==> src/dts_pkg.sv <==
package dts_pkg;

  // Node ids are fixed at seven bits by the item format.
  localparam int NODE_W       = 7;
  localparam int MAX_NODES    = 64;
  localparam int NODE_AW      = 6;
  localparam int MAX_EDGES_DEF = 256;
  localparam int DATA_W       = 32;
  localparam int ADDR_W       = 3;

  // Request codes on req_type.
  localparam logic REQ_ADD  = 1'b0;
  localparam logic REQ_SORT = 1'b1;

  // Register index of node_count (word address bit).
  localparam logic REG_NODE_COUNT = 1'b0;
  localparam logic [NODE_W-1:0] NODE_COUNT_RST = 7'd64;

  typedef enum logic [3:0] {
    S_IDLE,
    S_ROOT,
    S_EDGE_RD,
    S_EDGE_CHK,
    S_MARK_CHK,
    S_POP_LD,
    S_CYC_OUT,
    S_EMIT_RD,
    S_EMIT_LD
  } state_t;

  // Commands from the controller to the datapath.
  typedef struct packed {
    logic idle;
    logic start_check;
    logic start_sort;
    logic root_next;
    logic root_start;
    logic retire;
    logic pop_rd;
    logic edge_rd;
    logic cursor_inc;
    logic match_take;
    logic push;
    logic load_top;
    logic emit_start;
    logic emit_rd;
    logic emit_out;
    logic cyc_out;
  } cmd_t;

  // Status from the datapath to the controller.
  typedef struct packed {
    logic sort_req;
    logic check;
    logic i_gt_n;
    logic root_seen;
    logic c_ge_total;
    logic sp_one;
    logic sp_full;
    logic edge_match;
    logic mark_grey;
    logic mark_white;
    logic out_free;
    logic idx_zero;
  } sts_t;

endpackage

==> src/dts_ctrl.sv <==
module dts_ctrl (
  input  logic          clk,
  input  logic          rst,
  input  dts_pkg::sts_t sts,
  output dts_pkg::cmd_t cmd
);
  import dts_pkg::*;

  state_t state;
  state_t state_next;

  // State register.
  always_ff @(posedge clk) begin
    if (rst) begin
      state <= S_IDLE;
    end else begin
      state <= state_next;
    end
  end

  // Next state and commands.
  always_comb begin
    state_next = state;
    cmd = '0;
    unique case (state)
      S_IDLE: begin
        cmd.idle = 1'b1;
        if (sts.sort_req) begin
          cmd.start_check = 1'b1;
          state_next = S_ROOT;
        end
      end
      S_ROOT: begin
        if (sts.i_gt_n) begin
          if (sts.check) begin
            cmd.start_sort = 1'b1;
          end else begin
            cmd.emit_start = 1'b1;
            state_next = S_EMIT_RD;
          end
        end else if (sts.root_seen) begin
          cmd.root_next = 1'b1;
        end else begin
          cmd.root_start = 1'b1;
          state_next = S_EDGE_RD;
        end
      end
      S_EDGE_RD: begin
        if (sts.c_ge_total) begin
          cmd.retire = 1'b1;
          if (sts.sp_one) begin
            cmd.root_next = 1'b1;
            state_next = S_ROOT;
          end else begin
            cmd.pop_rd = 1'b1;
            state_next = S_POP_LD;
          end
        end else begin
          cmd.edge_rd = 1'b1;
          state_next = S_EDGE_CHK;
        end
      end
      S_EDGE_CHK: begin
        cmd.cursor_inc = 1'b1;
        if (sts.edge_match) begin
          cmd.match_take = 1'b1;
          state_next = S_MARK_CHK;
        end else begin
          state_next = S_EDGE_RD;
        end
      end
      S_MARK_CHK: begin
        if (sts.mark_grey && sts.check) begin
          state_next = S_CYC_OUT;
        end else begin
          if (sts.mark_white && !sts.sp_full) begin
            cmd.push = 1'b1;
          end
          state_next = S_EDGE_RD;
        end
      end
      S_POP_LD: begin
        cmd.load_top = 1'b1;
        state_next = S_EDGE_RD;
      end
      S_CYC_OUT: begin
        if (sts.out_free) begin
          cmd.cyc_out = 1'b1;
          state_next = S_IDLE;
        end
      end
      S_EMIT_RD: begin
        cmd.emit_rd = 1'b1;
        state_next = S_EMIT_LD;
      end
      S_EMIT_LD: begin
        if (sts.out_free) begin
          cmd.emit_out = 1'b1;
          state_next = sts.idx_zero ? S_IDLE : S_EMIT_RD;
        end
      end
      default: state_next = S_IDLE;
    endcase
  end

endmodule

==> config.mk <==
export PLATFORM = sky130hd
export DESIGN_NAME = dts_ctrl
export DESIGN_NICKNAME = d
export VERILOG_FILES = /design/src/dts_pkg.sv /design/src/dts_ctrl.sv
export SDC_FILE = /design/constraint.sdc
export NUM_CORES = 1
export LEC_CHECK = 0
export BUFFER_PORTS_ARGS = -buffer_cell sky130_fd_sc_hd__buf_2
export CAP_MARGIN = 20
export CORE_MARGIN = 8
export CORE_UTILIZATION = 35
export CTS_BUF_LIST = sky130_fd_sc_hd__clkbuf_2 sky130_fd_sc_hd__clkbuf_4 sky130_fd_sc_hd__clkbuf_8
export DETAILED_ROUTE_END_ITERATION = 10
export GPL_ROUTABILITY_DRIVEN = 0
export PLACE_DENSITY_LB_ADDON = 0.2
export SYNTH_ARGS = -nofsm -noshare
export SYNTH_HDL_FRONTEND = slang
export SYNTH_SLANG_ARGS = --single-unit
==> constraint.sdc <==
create_clock -name clk -period 1.4 [get_ports clk]
set_input_delay 0.14 -clock clk [delete_from_list [all_inputs] [get_ports clk]]
set_output_delay 0.14 -clock clk [all_outputs]
set_load 0.005 [all_outputs]
==> results of run 1 <==
[how the worst min path moves through the flow]
stage / startpoint / endpoint / slack [ns] / cells after the start
floorplan: rst / state[0] / 0.20 / 1
global placement: rst / state[0] / 0.35 / 2
detailed placement: rst / state[0] / 0.34 / 2
CTS: rst / state[0] / 0.08 / 2
global route: rst / state[0] / 0.09 / 2
finish: rst / state[0] / 0.09 / 2
[area by class of cell]
cell class / instances / area (µm²) / area share (%)
Inverter: 2 / 7.507 / 0.8463
Clock buffer: 3 / 22.52 / 2.539
Multi-Input combinational cell: 64 / 485.5 / 54.72
Timing Repair Buffer: 41 / 256.5 / 28.91
Sequential cell: 4 / 95.09 / 10.72
Tap cell: 16 / 20.02 / 2.257
[logic make-up (layout without fill, tap and decap cells)]
group / Yosys count / in the layout
mux: 1 / 1
buf+inv: 7 / 46
simple gates: 47 / 47
flops: 4 / 4
compound gates: 16 / 16
[layout by cell type (no fill, tap or decap), types with 2 or more instances in the layout]
| master | Yosys | layout |
|---|---|---|
| a211oi_1 | 2 | 2 |
| and2_1 | 5 | 3 |
| and2_4 | 0 | 2 |
| inv_1 | 2 | 2 |
| and3_1 | 4 | 3 |
| buf_2 | 4 | 28 |
| buf_6 | 1 | 5 |
| o22ai_1 | 2 | 2 |
| o211ai_1 | 2 | 2 |
| nor2b_4 | 0 | 3 |
| dfxtp_4 | 0 | 4 |
| nor3_1 | 5 | 5 |
| nor2b_1 | 7 | 3 |
| clkbuf_4 | 0 | 3 |
| nor2_1 | 7 | 5 |
| nor3b_1 | 2 | 2 |
| nand2_1 | 6 | 5 |
| o21ai_1 | 1 | 3 |
| buf_4 | 0 | 8 |
[repair_timing]
action | CTS | global route
pin swaps | 3 | 0
endpoints found under the setup margin | 15 | 12
gates resized for setup | 27 | 6
buffers inserted | 2 | 0
[worst register-to-register path: stages (launching register included)]
cell and delay, ns:
dfxtp_4 0.37, buf_4 0.15, nor2_1 0.11, o21ai_1 0.09
or3b_2 0.47, o21ai_1 0.11
[through the flow]
| step | instances | TNS, ns | area, µm² | hold slack (ns) |
|---|---|---|---|---|
| floorplan | 75 | 0 | 528.0 | 0.2024 |
| global placement | 125 | 0 | 737.0 | 0.3460 |
| detailed placement | 125 | -0.02479 | 737.0 | 0.3408 |
| CTS | 130 | -0.04263 | 872.1 | 0.08430 |
| global route | 130 | -0.5469 | 887.1 | 0.08914 |
| finish | 130 | -0.009014 | 887.1 | 0.08788 |
[report_power, final]
part | internal (mW) | switching [mW] | total, mW
clock network | 0.0963 | 0.0530 | 0.149
logic | 0.399 | 0.319 | 0.718
registers | 0.153 | 0.0678 | 0.221
total | 0.648 | 0.440 | 1.09
[Yosys cell counts (all sizes together)]
cell	instances
o21ai	3
nor4	2
o32a	1
buf	5
o22ai	2
nor3b	2
and3b	1
nor2b	7
and3	4
inv	2
o211ai	2
a21oi	2
or3b	2
a22o	1
nor2	7
nand4b	1
dfxtp	4
a32o	1
and4bb	1
nor4b	1
nand2	6
nand3b	1
mux2	1
a211oi	3
and2	5
nand2b	2
nor3	5
o21a	1
[per-layer routing]
| metal | vias to the layer above | global-route usage [%] |
|---|---|---|
| met1 | 302 | 15.75 |
| li1 | 354 | - |
| met4 | 0 | 3.279 |
| met3 | 0 | 2.989 |
| met2 | 34 | 21.51 |
| met5 | - | 0 |
==> run metrics, run 1 <==
CP max FO=8; post-synth top area share=15.17%; Worst setup EP type=primary output; die width=54.84 µm; CTS Buffer Depth=2; yosys warns=0; max FFs per register=4; Final Util=61.02%; WP data arrival=1.27 ns; Critical Path Slowest Stage Cell=dfxtp_4; number of DRC markers in iteration 0=11; synthesis-to-finish area growth=68.01%; crit-path cells=nor2b_2 > nand2_2 > nor4b_2 > buf_2; M1 WL=810 µm; largest net degree at the start of global routing=12; max_cap viols=0; Power Dens Cells=1227 nW/µm²; DP HPWL=1.406 mm; Post-Synth Adder-Cell Area=0%; nets=130; Biggest register=state; Starting Density=36.32%; Reg-to-Reg End=state[2]; largest family of logic cells by synthesized area=simple AND/OR/NAND/NOR gates; DP Worst Slack=-0.02479 ns; P_leak=0.4142 nW; final antenna-violating net count=0; CP Launch Type=flip-flop; CTS clock-pin slew for the worst setup and hold paths=0.04 ns; core area=1454 µm²; Top Ports=30; row cnt=14; Yosys cell types=33; Clock Skews=0.003583 ns; Finish-stage setup viols=2; Regs by FF count=state x4; first-pass GRT wire length=2.973 mm; Die Y=54.84 µm; end point of the critical path=cmd[5]; failing checks=negative setup slack; beginning of the worst register-to-register path=state[0]; Netlist Area Pre-Place=528.0 µm²; post-synthesis sequential area ratio=15.17%; worst slew pin tran=0.2760 ns; complex-gate fraction of the synthesized area=22.75%; Cells after Synth=75; slew margin rel.=81.52%; routed wl met3=164 µm; crit path buf inv count=1; R2R cell count=5; xor/xnor cell area share of the yosys netlist=0%; CTS Root Cell=clkbuf_4; Avg Inst Size Synth=7.040 µm²; area leader, netlist=dfxtp_1; share of layout cells above drive strength 1=57.89%; Slew Limit Fails=0; wirelength, routed=1.836 mm; drt drc=0; Antenna Cells=0; cts hold-fix bufs=0; Clock Latency Late Sink=0.24 ns; Max Used Layer=met3; routed wl met2=862 µm; Post-Synth Simple-Gate Area=52.61%; final worst path period need=1.406 ns; 1st-pass router iterations=4; Vias=690; DIE AREA=3007 µm²; Tot Pwr=1.088 mW; global route overflow=0; PortBufs=29; Top Family by Delay on Critical Path=simple AND/OR/NAND/NOR gates; Peak VDD IR=0.0005455 V; Critical Path RT=1.26 ns; initial antenna violation count=0; Crit Path Category=flip-flop to primary output; Peak Freq=711.2 MHz; Tcrit/Tclk final=100.4%; Clock Sinks=4; Filler Cell Count=132; CTS H-tree lvls=1; CTS Buf Count=3; R2R Setup Slk=0.03 ns; Levels on crit path=4; post-synthesis mux area share=2.133%; worst setup path startpoint=state[2]; status=finished with violations; maximum single-stage delay on the critical path=0.38 ns; Total GRT Usage=12.76%; wire length per cell=14.12 µm; number of global-route vias before repair=696; syn nets=89; Worst Slack Setup Final=-0.006006 ns; most area-consuming cells after synthesis=dfxtp_1 (15%), nor2b_1 (8.3%), and2_1 (5.9%); TritonCTS clock tree=built; RSZ-0062 raised after global routing=true; Hold Path Class=primary input to flip-flop; final hold violation count=0; Vias/cell=5.308; flops & latches, synth=4
No activity file was read; power rests on OpenSTA's default activity.
==> run 2: changes to the inputs <==
--- a/config.mk
+++ b/config.mk
@@ -7,7 +7,7 @@
 export LEC_CHECK = 0
 export BUFFER_PORTS_ARGS = -buffer_cell sky130_fd_sc_hd__buf_2
 export CAP_MARGIN = 20
-export CORE_MARGIN = 8
+export CORE_MARGIN = 2
 export CORE_UTILIZATION = 35
 export CTS_BUF_LIST = sky130_fd_sc_hd__clkbuf_2 sky130_fd_sc_hd__clkbuf_4 sky130_fd_sc_hd__clkbuf_8
 export DETAILED_ROUTE_END_ITERATION = 10
==> run 2 against run 1 <==
- the run now ends clean
- cell count is 3.1% higher
- count of clock-buffer cells in the layout stayed put
- global-route usage is 6.4 points higher
- via count is 8.6% higher
- combinational power is 7.9% higher
- core utilization is 4.9 points higher
- non-clock buffer count is 4 higher
- final area is 8.0% higher
- critical path depth stayed put
- total power is 4.7% higher
==> run metrics, run 2 (same netlist as run 1, synthesis figures left out) <==
final worst path period need=1.395 ns; Top Ports=30; Tcrit/Tclk final=99.67%; DP HPWL=1.272 mm; Final Cell Area=958.4 µm²; placed insts=124; nets=134; 1st-pass router iterations=4; Slew Limit Fails=0; Power Dens Cells=1190 nW/µm²; CP max FO=9; Clock Sinks=4; Regs by FF count=state x4; share of layout cells above drive strength 1=58.47%; R2R Setup Slk=0.03 ns; Reg-to-Reg End=state[0]; number of DRC markers in iteration 0=16; global route overflow=0; DIE AREA=1835 µm²; CTS clock-pin slew for the worst setup and hold paths=0.04 ns; wirelength, routed=1.835 mm; final antenna-violating net count=0; row cnt=14; drt drc=0; HP Start=rst; Hold Path Class=primary input to flip-flop; core area=1454 µm²; slew margin rel.=81.09%; CTS Buffer Depth=2; Clock Skews=0.0008968 ns; first-pass GRT wire length=2.760 mm; Tot Pwr=1.140 mW; most frequent cells in the layout=buf_2 (27), buf_4 (9), buf_6 (7); Final Non-Filler Cells=134; number of global-route vias before repair=646; Starting Density=36.32%; P_leak=0.4441 nW; RSZ-0062 raised after global routing=true; Fin Setup TNS=0 ns; TritonCTS clock tree=built; Critical Path RT=1.26 ns; Biggest register=state; Crit Path Category=flip-flop to primary output; Vias=749; initial antenna violation count=0; worst setup path startpoint=state[0]; CTS H-tree lvls=1; cts hold-fix bufs=0; Filler Cell Count=124; Worst setup EP type=primary output; WP data arrival=1.26 ns; status=finished, final reports clean; Die Y=42.84 µm; Total GRT Usage=19.13%; largest net degree at the start of global routing=10; cell count of the worst hold path=2; Clock Latency Late Sink=0.23 ns; max_cap viols=0; WHS Endpoint=state[0]; hold slack=0.1060 ns; Vias/cell=5.590; Antenna Cells=0; beginning of the worst register-to-register path=state[3]; Finish-stage setup viols=0; most common cell after layout, fill and taps aside=buf_2; CP Launch Type=flip-flop; max FFs per register=4; Peak VDD IR=0.0005232 V; PortBufs=29; CTS Buf Count=3; wire length per cell=13.69 µm; synthesis-to-finish area growth=81.52%; Peak Freq=716.7 MHz; CTS Root Cell=clkbuf_4; die width=42.84 µm; worst slew pin tran=0.2824 ns; final hold violation count=0; Placement Cell Area=729.5 µm²; R2R cell count=4
[run 2: layout make-up]
cell class / instances / area [µm²] / share of cell area [%]
Sequential cell: 4 / 95.09 / 9.922
Tap cell: 16 / 20.02 / 2.089
Multi-Input combinational cell: 64 / 491.7 / 51.31
Inverter: 2 / 7.507 / 0.7833
Clock buffer: 3 / 22.52 / 2.350
Timing Repair Buffer: 45 / 321.6 / 33.55
[run 2: worst max-delay path, stage by stage (launching register included)]
cell and delay [ns]:
dfxtp_4 0.37, buf_6 0.14, nor4_4 0.26, and2_1 0.15
buf_2 0.10
[run 2: how the worst max path moves through the flow]
stage | cells after the start | slack (ns) | end
after global placement | 4 | 0.01 | state[2]
after global routing | 4 | -0.06 | cmd[14]
after CTS | 4 | -0.007 | cmd[8]
after floorplan | 5 | 0.09 | state[0]
after detailed placement | 4 | -0.03 | state[0]
final | 4 | 0.005 | cmd[14]
[run 2: stage by stage]
| stage | setup WS [ns] | utilization [%] |
|---|---|---|
| floorplan | 0.08762 | - |
| global placement | 0.01303 | 50.17 |
| detailed placement | -0.03107 | 50.17 |
| CTS | -0.007427 | 58.52 |
| global route | -0.05804 | 65.92 |
| finish | 0.004672 | 65.92 |
[run 2: report_power, final]
part	total [mW]	switching [mW]	internal [mW]
Clock	0.138	0.0425	0.0956
Sequential	0.227	0.0733	0.153
Combinational	0.775	0.339	0.436
[run 2: timing repair]
item	4_1_cts	5_1_grt
pin swaps	3	5
gates cloned	0	1
setup endpoints to repair	14	10
gates resized for setup	26	9
setup buffers	1	5
[run 2: per-layer routing]
metal  GRT usage, %  part of all wire, %  vias to the layer above  wire [µm]
met2          33.64                   52                       30        962
met4          5.625                 0.76                        0         14
met5              0                    0                        -          0
met1          24.10                   40                      351        738
met3          2.128                  6.5                        2        119
li1               -                    -                      366          -
